[config.mk]
export PLATFORM = sky130hd
export DESIGN_NAME = counted_key_table
export DESIGN_NICKNAME = d
export VERILOG_FILES = /design/src/hw/rtl/ckt_pkg.sv /design/src/hw/rtl/ckt_ram.sv /design/src/hw/rtl/counted_key_table.sv
export SDC_FILE = /design/constraint.sdc
export NUM_CORES = 2
export LEC_CHECK = 0
export BUFFER_PORTS_ARGS = -buffer_cell sky130_fd_sc_hd__buf_4
export CAP_MARGIN = 20
export CORE_MARGIN = 1.5
export CORE_UTILIZATION = 62
export DETAILED_ROUTE_END_ITERATION = 16
export GPL_TIMING_DRIVEN = 0
export PLACE_DENSITY = 0.78
export SYNTH_ARGS = -nofsm -noshare
export SYNTH_HDL_FRONTEND = slang
export SYNTH_HIERARCHICAL = 1
export SYNTH_SLANG_ARGS = --single-unit
[constraint.sdc]
create_clock -name clk -period 9.6 [get_ports clk]
set_clock_uncertainty 0.1 [all_clocks]
set_input_delay 1.44 -clock clk [delete_from_list [all_inputs] [get_ports clk]]
set_output_delay 1.44 -clock clk [all_outputs]
set_load 0.02 [all_outputs]
[src/hw/rtl/ckt_pkg.sv]
// Shared constants, codes and types of the counted key table.
package ckt_pkg;

  localparam int DEPTH       = 16;
  localparam int KEY_WIDTH   = 32;
  localparam int COUNT_WIDTH = 32;

  localparam int ADDR_W  = $clog2(DEPTH);
  localparam int OCC_W   = $clog2(DEPTH + 1);
  localparam int ENTRY_W = KEY_WIDTH + COUNT_WIDTH;

  localparam int REQ_W    = 2;
  localparam int STATUS_W = 2;
  localparam int KEY_PORT_W   = 32;
  localparam int COUNT_PORT_W = 32;

  localparam logic [COUNT_WIDTH-1:0] CNT_MAX = '1;
  localparam logic [COUNT_WIDTH-1:0] CNT_ONE = COUNT_WIDTH'(1);

  localparam logic [REQ_W-1:0] REQ_INC   = 2'd0;
  localparam logic [REQ_W-1:0] REQ_DEC   = 2'd1;
  localparam logic [REQ_W-1:0] REQ_LIST  = 2'd2;
  localparam logic [REQ_W-1:0] REQ_CLEAR = 2'd3;

  localparam logic [STATUS_W-1:0] STS_OK        = 2'd0;
  localparam logic [STATUS_W-1:0] STS_NOT_FOUND = 2'd1;
  localparam logic [STATUS_W-1:0] STS_FULL      = 2'd2;
  localparam logic [STATUS_W-1:0] STS_SATURATED = 2'd3;

  typedef enum logic [3:0] {
    S_IDLE = 4'b0001,
    S_SCAN = 4'b0010,
    S_MOVE = 4'b0100,
    S_LIST = 4'b1000
  } state_t;

  typedef struct packed {
    logic [STATUS_W-1:0]    status;
    logic [KEY_WIDTH-1:0]   key;
    logic [COUNT_WIDTH-1:0] count;
    logic                   valid;
    logic                   last;
  } result_t;

  function automatic result_t mk_res(logic [STATUS_W-1:0] status,
                                     logic [KEY_WIDTH-1:0] key,
                                     logic [COUNT_WIDTH-1:0] count,
                                     logic valid, logic last);
    result_t r;
    r.status = status;
    r.key    = key;
    r.count  = count;
    r.valid  = valid;
    r.last   = last;
    return r;
  endfunction

endpackage

[src/hw/rtl/ckt_ram.sv]
// Generic simple dual-port RAM with registered read.
module ckt_ram #(
  parameter int WIDTH = 8,
  parameter int DEPTH = 16
) (
  input  logic                     clk,
  input  logic                     wr_en,
  input  logic [$clog2(DEPTH)-1:0] wr_addr,
  input  logic [WIDTH-1:0]         wr_data,
  input  logic [$clog2(DEPTH)-1:0] rd_addr,
  output logic [WIDTH-1:0]         rd_data
);

  logic [WIDTH-1:0] mem [DEPTH];

  always_ff @(posedge clk) begin
    if (wr_en) begin
      mem[wr_addr] <= wr_data;
    end
    rd_data <= mem[rd_addr];
  end

endmodule

[src/hw/rtl/counted_key_table.sv]
// Counted key table: packed (key, count) store with scan sequencer.
//
//  channel  ports                                    transfer when
//  in       start, busy, in_req_type, in_activity_key start & !busy
//  out      out_strobe, out_status, out_entry_*, out_last  out_strobe
//
// Increment/decrement scan the RAM one entry per cycle until a hit or past the
// last entry; a removal then reads the last entry to fill the hole. List
// returns one result per cycle. Clear and list of an empty table finish at the
// accept edge without going busy. The result is registered: it appears in the
// cycle after its decision. Reset empties the table; the RAM is not cleared.
// The receiver cannot stall the result channel.
module counted_key_table (
  input  logic                              clk,
  input  logic                              rst_n,
  input  logic                              start,
  output logic                              busy,
  input  logic [ckt_pkg::REQ_W-1:0]         in_req_type,
  input  logic [ckt_pkg::KEY_PORT_W-1:0]    in_activity_key,
  output logic                              out_strobe,
  output logic [ckt_pkg::STATUS_W-1:0]      out_status,
  output logic [ckt_pkg::KEY_PORT_W-1:0]    out_entry_key,
  output logic [ckt_pkg::COUNT_PORT_W-1:0]  out_entry_count,
  output logic                              out_entry_valid,
  output logic                              out_last
);
  import ckt_pkg::*;

  state_t               state_r, state_nxt;
  logic [OCC_W-1:0]     occ_r, occ_nxt;
  logic [OCC_W-1:0]     issue_r, issue_nxt;
  logic                 pend_r, pend_nxt;
  logic [ADDR_W-1:0]    pidx_r, pidx_nxt;
  logic [ADDR_W-1:0]    hit_idx_r, hit_idx_nxt;
  logic [REQ_W-1:0]     req_r, req_nxt;
  logic [KEY_WIDTH-1:0] key_r, key_nxt;
  logic                 strobe_r, strobe_nxt;
  result_t              res_r, res_nxt;

  logic                   wr_en;
  logic [ADDR_W-1:0]      wr_addr;
  logic [ENTRY_W-1:0]     wr_data;
  logic [ADDR_W-1:0]      rd_addr;
  logic [ENTRY_W-1:0]     rd_data;
  logic [KEY_WIDTH-1:0]   rd_key;
  logic [COUNT_WIDTH-1:0] rd_cnt;
  logic [OCC_W-1:0]       occ_m1;
  logic [ADDR_W-1:0]      last_idx;
  logic                   accept;

  ckt_ram #(
    .WIDTH (ENTRY_W),
    .DEPTH (DEPTH)
  ) u_entry_ram (
    .clk     (clk),
    .wr_en   (wr_en),
    .wr_addr (wr_addr),
    .wr_data (wr_data),
    .rd_addr (rd_addr),
    .rd_data (rd_data)
  );

  assign rd_key   = rd_data[ENTRY_W-1 -: KEY_WIDTH];
  assign rd_cnt   = rd_data[COUNT_WIDTH-1:0];
  assign occ_m1   = occ_r - OCC_W'(1);
  assign last_idx = occ_m1[ADDR_W-1:0];
  assign busy     = (state_r != S_IDLE);
  assign accept   = start && !busy;

  always_comb begin
    state_nxt   = state_r;
    occ_nxt     = occ_r;
    issue_nxt   = issue_r;
    pend_nxt    = 1'b0;
    pidx_nxt    = issue_r[ADDR_W-1:0];
    hit_idx_nxt = hit_idx_r;
    req_nxt     = req_r;
    key_nxt     = key_r;
    strobe_nxt  = 1'b0;
    res_nxt     = res_r;
    wr_en       = 1'b0;
    wr_addr     = pidx_r;
    wr_data     = {key_r, rd_cnt};
    rd_addr     = issue_r[ADDR_W-1:0];

    unique case (state_r)
      S_IDLE: begin
        if (accept) begin
          req_nxt   = in_req_type;
          key_nxt   = KEY_WIDTH'(in_activity_key);
          issue_nxt = '0;
          unique case (in_req_type)
            REQ_CLEAR: begin
              occ_nxt    = '0;
              strobe_nxt = 1'b1;
              res_nxt    = mk_res(STS_OK, '0, '0, 1'b0, 1'b1);
            end
            REQ_LIST: begin
              if (occ_r == '0) begin
                strobe_nxt = 1'b1;
                res_nxt    = mk_res(STS_OK, '0, '0, 1'b0, 1'b1);
              end else begin
                state_nxt = S_LIST;
              end
            end
            REQ_INC, REQ_DEC: begin
              state_nxt = S_SCAN;
            end
            default: state_nxt = S_IDLE;
          endcase
        end
      end

      S_SCAN: begin
        // keep one read in flight ahead of the compare
        if (issue_r < occ_r) begin
          pend_nxt  = 1'b1;
          issue_nxt = issue_r + OCC_W'(1);
        end
        if (pend_r && rd_key == key_r) begin
          state_nxt  = S_IDLE;
          strobe_nxt = 1'b1;
          if (req_r == REQ_INC) begin
            if (rd_cnt == CNT_MAX) begin
              res_nxt = mk_res(STS_SATURATED, key_r, rd_cnt, 1'b1, 1'b1);
            end else begin
              wr_en   = 1'b1;
              wr_data = {key_r, rd_cnt + CNT_ONE};
              res_nxt = mk_res(STS_OK, key_r, rd_cnt + CNT_ONE, 1'b1, 1'b1);
            end
          end else if (rd_cnt == CNT_ONE) begin
            // removal: fetch the last entry to fill the hole
            strobe_nxt  = 1'b0;
            hit_idx_nxt = pidx_r;
            rd_addr     = last_idx;
            state_nxt   = S_MOVE;
          end else begin
            wr_en   = 1'b1;
            wr_data = {key_r, rd_cnt - CNT_ONE};
            res_nxt = mk_res(STS_OK, key_r, rd_cnt - CNT_ONE, 1'b1, 1'b1);
          end
        end else if (!pend_r && issue_r >= occ_r) begin
          state_nxt  = S_IDLE;
          strobe_nxt = 1'b1;
          if (req_r == REQ_INC) begin
            if (occ_r < OCC_W'(DEPTH)) begin
              wr_en   = 1'b1;
              wr_addr = occ_r[ADDR_W-1:0];
              wr_data = {key_r, CNT_ONE};
              occ_nxt = occ_r + OCC_W'(1);
              res_nxt = mk_res(STS_OK, key_r, CNT_ONE, 1'b1, 1'b1);
            end else begin
              res_nxt = mk_res(STS_FULL, key_r, '0, 1'b0, 1'b1);
            end
          end else begin
            res_nxt = mk_res(STS_NOT_FOUND, key_r, '0, 1'b0, 1'b1);
          end
        end
      end

      S_MOVE: begin
        wr_en      = 1'b1;
        wr_addr    = hit_idx_r;
        wr_data    = rd_data;
        occ_nxt    = occ_m1;
        state_nxt  = S_IDLE;
        strobe_nxt = 1'b1;
        res_nxt    = mk_res(STS_OK, key_r, '0, 1'b1, 1'b1);
      end

      S_LIST: begin
        if (issue_r < occ_r) begin
          pend_nxt  = 1'b1;
          issue_nxt = issue_r + OCC_W'(1);
        end
        if (pend_r) begin
          strobe_nxt = 1'b1;
          res_nxt    = mk_res(STS_OK, rd_key, rd_cnt, 1'b1, pidx_r == last_idx);
          if (pidx_r == last_idx) begin
            state_nxt = S_IDLE;
          end
        end
      end

      default: state_nxt = S_IDLE;
    endcase
  end

  always_ff @(posedge clk) begin
    if (!rst_n) begin
      state_r  <= S_IDLE;
      occ_r    <= '0;
      issue_r  <= '0;
      pend_r   <= 1'b0;
      strobe_r <= 1'b0;
    end else begin
      state_r  <= state_nxt;
      occ_r    <= occ_nxt;
      issue_r  <= issue_nxt;
      pend_r   <= pend_nxt;
      strobe_r <= strobe_nxt;
    end
  end

  always_ff @(posedge clk) begin
    pidx_r    <= pidx_nxt;
    hit_idx_r <= hit_idx_nxt;
    req_r     <= req_nxt;
    key_r     <= key_nxt;
    res_r     <= res_nxt;
  end

  assign out_strobe      = strobe_r;
  assign out_status      = res_r.status;
  assign out_entry_key   = KEY_PORT_W'(res_r.key);
  assign out_entry_count = COUNT_PORT_W'(res_r.count);
  assign out_entry_valid = res_r.valid;
  assign out_last        = res_r.last;

  a_occ_bound: assert property (@(posedge clk) disable iff (!rst_n)
    occ_r <= OCC_W'(DEPTH))
    else $error("occupancy beyond table depth");

  a_last_idle: assert property (@(posedge clk) disable iff (!rst_n)
    (strobe_r && res_r.last) |-> !busy)
    else $error("final result while still busy");

  a_mid_list: assert property (@(posedge clk) disable iff (!rst_n)
    (strobe_r && !res_r.last) |-> (state_r == S_LIST))
    else $error("non-final result outside a list");

  a_no_idle_wr: assert property (@(posedge clk) disable iff (!rst_n)
    wr_en |-> (state_r != S_IDLE))
    else $error("table write while idle");

  a_accept_acts: assert property (@(posedge clk) disable iff (!rst_n)
    accept |=> (busy || strobe_r))
    else $error("accepted item neither worked on nor answered");

endmodule
Yosys cells after proc, flatten, opt, wreduce, memory -nomap -nowiden:

Memory sizes are Yosys's and may differ from the RTL's. A register that Yosys moved wholly into a read port is not among the register bits.
Index checks and enable logic that the tools add are counted.

* memories kept: 1
* register bits after elaboration: 126
* word-level logic and storage cells: 139
* bits in writable memories: 1024

Memory list
* u_entry_ram.mem: words 16, width 64, rd ports 1, clocked after Yosys merged registers in 1, wr ports 1, RTL line ckt_ram.sv:14 `logic [WIDTH-1:0] mem [DEPTH];`

* bitwise operators: 1
* order comparisons: 3
* equal/unequal tests: 27
* add/sub/neg operators: 5
* reductions and logical operators: 20
* mux-type cells: 68

Operator list (count)
* 68-bit 2-to-1 mux: 10
* 68-bit one-hot mux with 4 select lines: 1
* 32-bit 2-to-1 mux: 7
* 68-bit one-hot mux with 2 select lines: 1
* 64-bit one-hot mux with 2 select lines: 1
* 4-bit 2-to-1 mux: 14
* 5-bit 2-to-1 mux: 8
* 32-bit by 1-bit adder with 32-bit output (second input constant): 1
* 32-bit by 1-bit == test with 1-bit output (second input constant): 1
* 32-bit == test: 1
* 32-bit == test (second input constant): 1
* 32-bit by 1-bit subtractor with 32-bit output (second input constant): 1
* 1-bit 2-to-1 mux: 16
* 4-bit one-hot mux with 2 select lines: 2
* 5-bit one-hot mux with 3 select lines: 1
* 2-bit != test (second input constant): 7
* 7-bit AND reduction: 2
* 4-bit one-hot mux with 3 select lines: 1
* 5-bit by 1-bit adder with 5-bit output (second input constant): 2
* 5-bit one-hot mux with 2 select lines: 1
* 3-bit != test (second input constant): 3
* 3-bit 2-to-1 mux: 2
* 3-bit by 1-bit != test with 1-bit output (second input constant): 2
* 6-bit AND reduction: 1
* 28 further kinds: 37

Logic depth before layout (Yosys ltp):

* depth in word-level cells: 8
* depth in mapped cells: 15

Hierarchy:

Netlist, hierarchy kept.

By module, submodules not included
* ckt_ram: cells an instance 1647, times used 1, area an instance 39581.7 µm²
* counted_key_table: cells an instance 916, times used 1, area an instance 8272.9 µm²

Worst setup path before layout:

No wires, ideal clock.

* kind: reg-to-reg
* start: reg occ_r[2]
* end: mem u_entry_ram/mem[0][0] (netlist bit) (enable)
* cell stages (with the launch flop): 11
* arrival time: 6.847 ns
* path slack: 2.089 ns
* period minus slack after synthesis: 7.511 ns
* path through: dfxtp_1 -> clkbuf_1 -> inv_1 -> ha_1 -> nand3_1 -> o21ai_0 -> and4_1 -> nor2_1 -> a221o_1 -> or3b_2 -> nor3_1

* elaborated cells on any way between the ends: 15
* those cells by class: order compare: 2; mux: 12; reduce/logical: 1

RTL lines
* start, declared: RTL line counted_key_table.sv:30 `logic [OCC_W-1:0] occ_r, occ_nxt;`
* start signal, assigned: RTL line counted_key_table.sv:198 `occ_r <= occ_nxt;`
* 5-bit less-than comparator: RTL line counted_key_table.sv:146 `if (occ_r < OCC_W'(DEPTH)) begin`
* 4-bit 2-to-1 mux: RTL line counted_key_table.sv:146
* 4-bit 2-to-1 mux: RTL line counted_key_table.sv:145 `if (req_r == REQ_INC) begin`
* 4-bit 2-to-1 mux *: RTL line counted_key_table.sv:142 `end else if (!pend_r && issue_r >= occ_r) begin`
* 4-bit 2-to-1 mux *: RTL line counted_key_table.sv:120 `if (pend_r && rd_key == key_r) begin`
* 4-bit one-hot mux with 2 select lines *: RTL line counted_key_table.sv:86 `unique case (state_r)`
* named net wr_addr[2]: RTL line counted_key_table.sv:41 `logic [ADDR_W-1:0] wr_addr;`
* end, declared: RTL line ckt_ram.sv:14

Mark *: on every way through the listed nets, which the timed path passes. The rest lies on a longest branch.

Worst setup path in the final report:

* start: reg key_r[0]
* end: reg u_entry_ram.rd_data[2] (read register of u_entry_ram.mem)

* word-level cells in the longest chain between the ends: 4

RTL lines
* start, declared: RTL line counted_key_table.sv:36 `logic [KEY_WIDTH-1:0] key_r, key_nxt;`
* start signal, assigned: RTL line counted_key_table.sv:209 `key_r <= key_nxt;`
* 32-bit == test: RTL line counted_key_table.sv:120
* 1-bit logical AND: RTL line counted_key_table.sv:120
* 4-bit 2-to-1 mux: RTL line counted_key_table.sv:120
* 4-bit 2-to-1 mux: RTL line counted_key_table.sv:86
* named net rd_addr[1]: RTL line counted_key_table.sv:43 `logic [ADDR_W-1:0] rd_addr;`
* end, declared: RTL line ckt_ram.sv:11 `output logic [WIDTH-1:0] rd_data`

The timed path passes the listed nets, and every way through them passes these cells.
A chain may end at the register's enable or synchronous reset.

==> summary.md <==
## Logic synthesis
- **total of flip-flops plus latches after synthesis** 1214
- **combinational family with the most area after synthesis** multiplexers
- **top cells by area in the synthesized netlist** sky130_fd_sc_hd__edfxtp_1 (71%), sky130_fd_sc_hd__mux4_2 (12%), sky130_fd_sc_hd__dfxtp_1 (3.5%)
- **nets in the synthesized netlist** 2612
- **most repeated cell in the gate-level netlist after synthesis** sky130_fd_sc_hd__edfxtp_1
- **proportion of netlist area held by the largest area contributor** 0.709
- **cell type with the largest total area after synthesis** sky130_fd_sc_hd__edfxtp_1
- **FFs w/ async S/R, synth** 0
- **Synth Area in XOR/XNOR** 0.00889
- **number of distinct library cells after synthesis** 79
- **Post-synth EDFFs** 1130
- **Avg Synthesized Cell Area** 18.7 µm²
- **sequential cell area fraction in the yosys report** 0.744
- **top cells by count, synth** sky130_fd_sc_hd__edfxtp_1 (1130), sky130_fd_sc_hd__mux4_2 (256), sky130_fd_sc_hd__nand2_1 (233)
- **simple-gate share of the synthesized area** 0.0482
- **mux share of post-synthesis cell area** 0.121
- **count of yosys warnings during synthesis** 6
- **post-synthesis compound-gate area fraction** 0.0575
- **Primary FF master, synth** sky130_fd_sc_hd__edfxtp_1
- **cell area after technology mapping** 47900 µm²
- **area share of fa/ha/maj cells after synthesis** 0.00314
- **synthesized instance count** 2563

## Global routing
- **pin count of the biggest net entering global routing** 29
- **residual overflow from global routing** 0
- **number of antenna violations at the first check in global routing** 4
- **first-pass GRT wire length** 186 mm
- **gr usage total** 0.334
- **number of global-route vias before repair** 27.3k

## STA
- **final clock period utilization by the worst path** 0.611
- **setup violators final** 0
- **final count of hold timing violations** 0
- **max-slew headroom at the worst pin** 0.201
- **setup repair after global routing missed its margin** no
- **Fmax** 171 MHz
- **slew at the pin with the worst max-slew slack** 1.20 ns
- **max-slew violation count** 0
- **post-route setup TNS** 0 ns
- **clock period minus worst slack** 5.86 ns
- **hold_ws** 0.334 ns

## Final layout
- **number of fill cells in the layout** 4356
- **antenna diode count** 0
- **Syn-to-layout area delta** 15.9%
- **fraction of final layout cells sized beyond drive strength 1** 0.249
- **number of nets in the layout** 2929
- **Layout Utilization** 0.728

## Run status
- **run status** complete, no violations

## Place
- **Placer Congestion** 0.967
- **detailed placement HPWL** 83.1 mm
- **I/O Buffers** 105

## Die
- **x dimension of the die** 281 µm
- **core region area** 76200 µm²
- **cell row count** 101
- **Initial Utilization** 0.628
- **Die Span Y** 281 µm
- **full die area** 78900 µm²
- **number of I/O pins** 107

## Detailed routing
- **via-per-instance ratio** 6.85
- **First-pass DRT Iterations** 8
- **total DRC errors in the routed layout** 0
- **wire per inst** 32.3 µm
- **total via count after detailed routing** 27.5k
- **drt initial violations** 4043
- **Post-Route WL** 129 mm
- **antenna viol nets, final** 0

## Hold path
- **path type of the worst min-delay path** flop to flop

## Clock network
- **clock tree from TritonCTS** yes
- **worst skew pair latency** 0.69 ns
- **number of buffers inserted by post-CTS setup repair** 0
- **Hold Buf Count CTS** 0
- **count of instances resized after the clock tree is built** 0
- **number of clock sinks** 1214
- **clock buffers created by TritonCTS** 117
- **CTS clk-pin slew, worst paths** 0.06 ns
- **CTS H-tree lvls** 3
- **buffers from clock root to sink, at most** 3
- **master cell of the clock root buffer** sky130_fd_sc_hd__clkbuf_16

## Power
- **total power** 12.1 mW
- **leakage component of the power** 17.7 nW
- **worst vdd ir** 227 µV
- **P per Cell Area** 219 nW/µm²

## Critical path
- **data arrival time of the critical path** 6.30 ns
- **kind of launch point of the worst setup path** flop
- **worst setup path category** flop to flop
- **kind of end point of the critical path** flop
- **largest fanout on the critical path** 10
- **required time of the worst setup path** 10.03 ns

## Flow run
- **max cap viols** 0

==> power by group <==
group / internal (mW) / switching (mW)
logic: 0.374 / 0.773
clock network: 2.76 / 1.94
registers: 6.16 / 0.119
total: 9.29 / 2.83
==> logic make-up (layout without fill, tap and decap cells) <==
family / count (synthesis) / count (layout)
flops: 1214 / 1214
simple gates: 481 / 481
mux: 260 / 260
xor+xnor: 47 / 47
fa+ha+maj: 12 / 12
buf+inv: 169 / 584
compound gates: 380 / 380
==> per-layer routing <==
layer | GRT usage | wire [µm] | share of wire
met4 | 0.144 | 5760 | 0.045
met1 | 0.466 | 47800 | 0.37
met5 | 0 | 32 | 0.00025
met2 | 0.529 | 61900 | 0.48
met3 | 0.0576 | 13800 | 0.11
==> path summary, 6_finish.rpt <==
| kind | to | depth (start not counted) | start | slack [ns] |
|---|---|---|---|---|
| min reg2reg | pidx_r[3]$_DFF_P_ | 0 | issue_r[3]$_SDFFE_PN0P_ | 0.33 |
| max reg2reg | u_entry_ram/rd_data[2]$_DFF_P_ | 12 | key_r[0]$_DFFE_PP_ | 3.74 |
| min | pidx_r[3]$_DFF_P_ | 0 | issue_r[3]$_SDFFE_PN0P_ | 0.33 |
| max | u_entry_ram/rd_data[2]$_DFF_P_ | 12 | key_r[0]$_DFFE_PP_ | 3.74 |
==> cell usage in the layout, fill, tap and decap left out, drive strengths merged, types with 10 or more instances in the layout <==
cell type	count
nand3	30
a21oi	37
a22o	32
xnor2	41
a31oi	21
nor3	39
o21ai	55
buf	252
nand2	233
nor2b	10
or3	11
clkbuf	250
nor2	63
mux4	256
o31ai	33
nor4	12
bufinv	12
clkinv	42
inv	26
a22oi	131
dfxtp	84
ha	12
edfxtp	1130
nand4	26
==> stage by stage <==
stage	area (µm²)	worst slack, ns	instances
finish	55500	3.74	4008
global route	55500	3.60	4008
CTS	55400	3.67	3999
detailed placement	51400	3.74	3782
global placement	49900	-4.62	3698
floorplan	47900	2.09	2563
==> worst max-delay path: stages, from the launching register on <==
cell and delay [ns]:
sky130_fd_sc_hd__edfxtp_1 0.44, sky130_fd_sc_hd__xnor2_1 0.63, sky130_fd_sc_hd__nand4_1 0.13, sky130_fd_sc_hd__or4_1 0.66
sky130_fd_sc_hd__nand4b_1 0.50, sky130_fd_sc_hd__or3_1 0.50, sky130_fd_sc_hd__buf_6 0.17, sky130_fd_sc_hd__o21ai_1 0.25
sky130_fd_sc_hd__clkbuf_1 0.77, sky130_fd_sc_hd__clkbuf_1 0.75, sky130_fd_sc_hd__mux4_2 0.43, sky130_fd_sc_hd__a22oi_1 0.21
sky130_fd_sc_hd__nand2_1 0.14
==> final cells by class <==
cell class,instances,area (µm²),share of cell area
Clock buffer,159,3350,0.0604
Timing Repair Buffer,198,2180,0.0393
Buffer,145,709,0.0128
Sequential cell,1214,35600,0.642
Multi-Input combinational cell,1180,11600,0.209
Clock inverter,58,619,0.0112
Tap cell,1030,1290,0.0232
Inverter,24,90.1,0.00162
==> state kept, by name, indices dropped and copies added (netlist names) <==
signal,count
u_entry_ram/mem,1024
state_r,4
out_entry_count,32
out_last,1
pidx_r,4
pend_r,1
req_r,2
u_entry_ram/rd_data,64
issue_r,5
hit_idx_r,4
key_r,32
out_status,2
occ_r,5
out_strobe,1
out_entry_valid,1
out_entry_key,32
(Power assumes the default switching activity.)
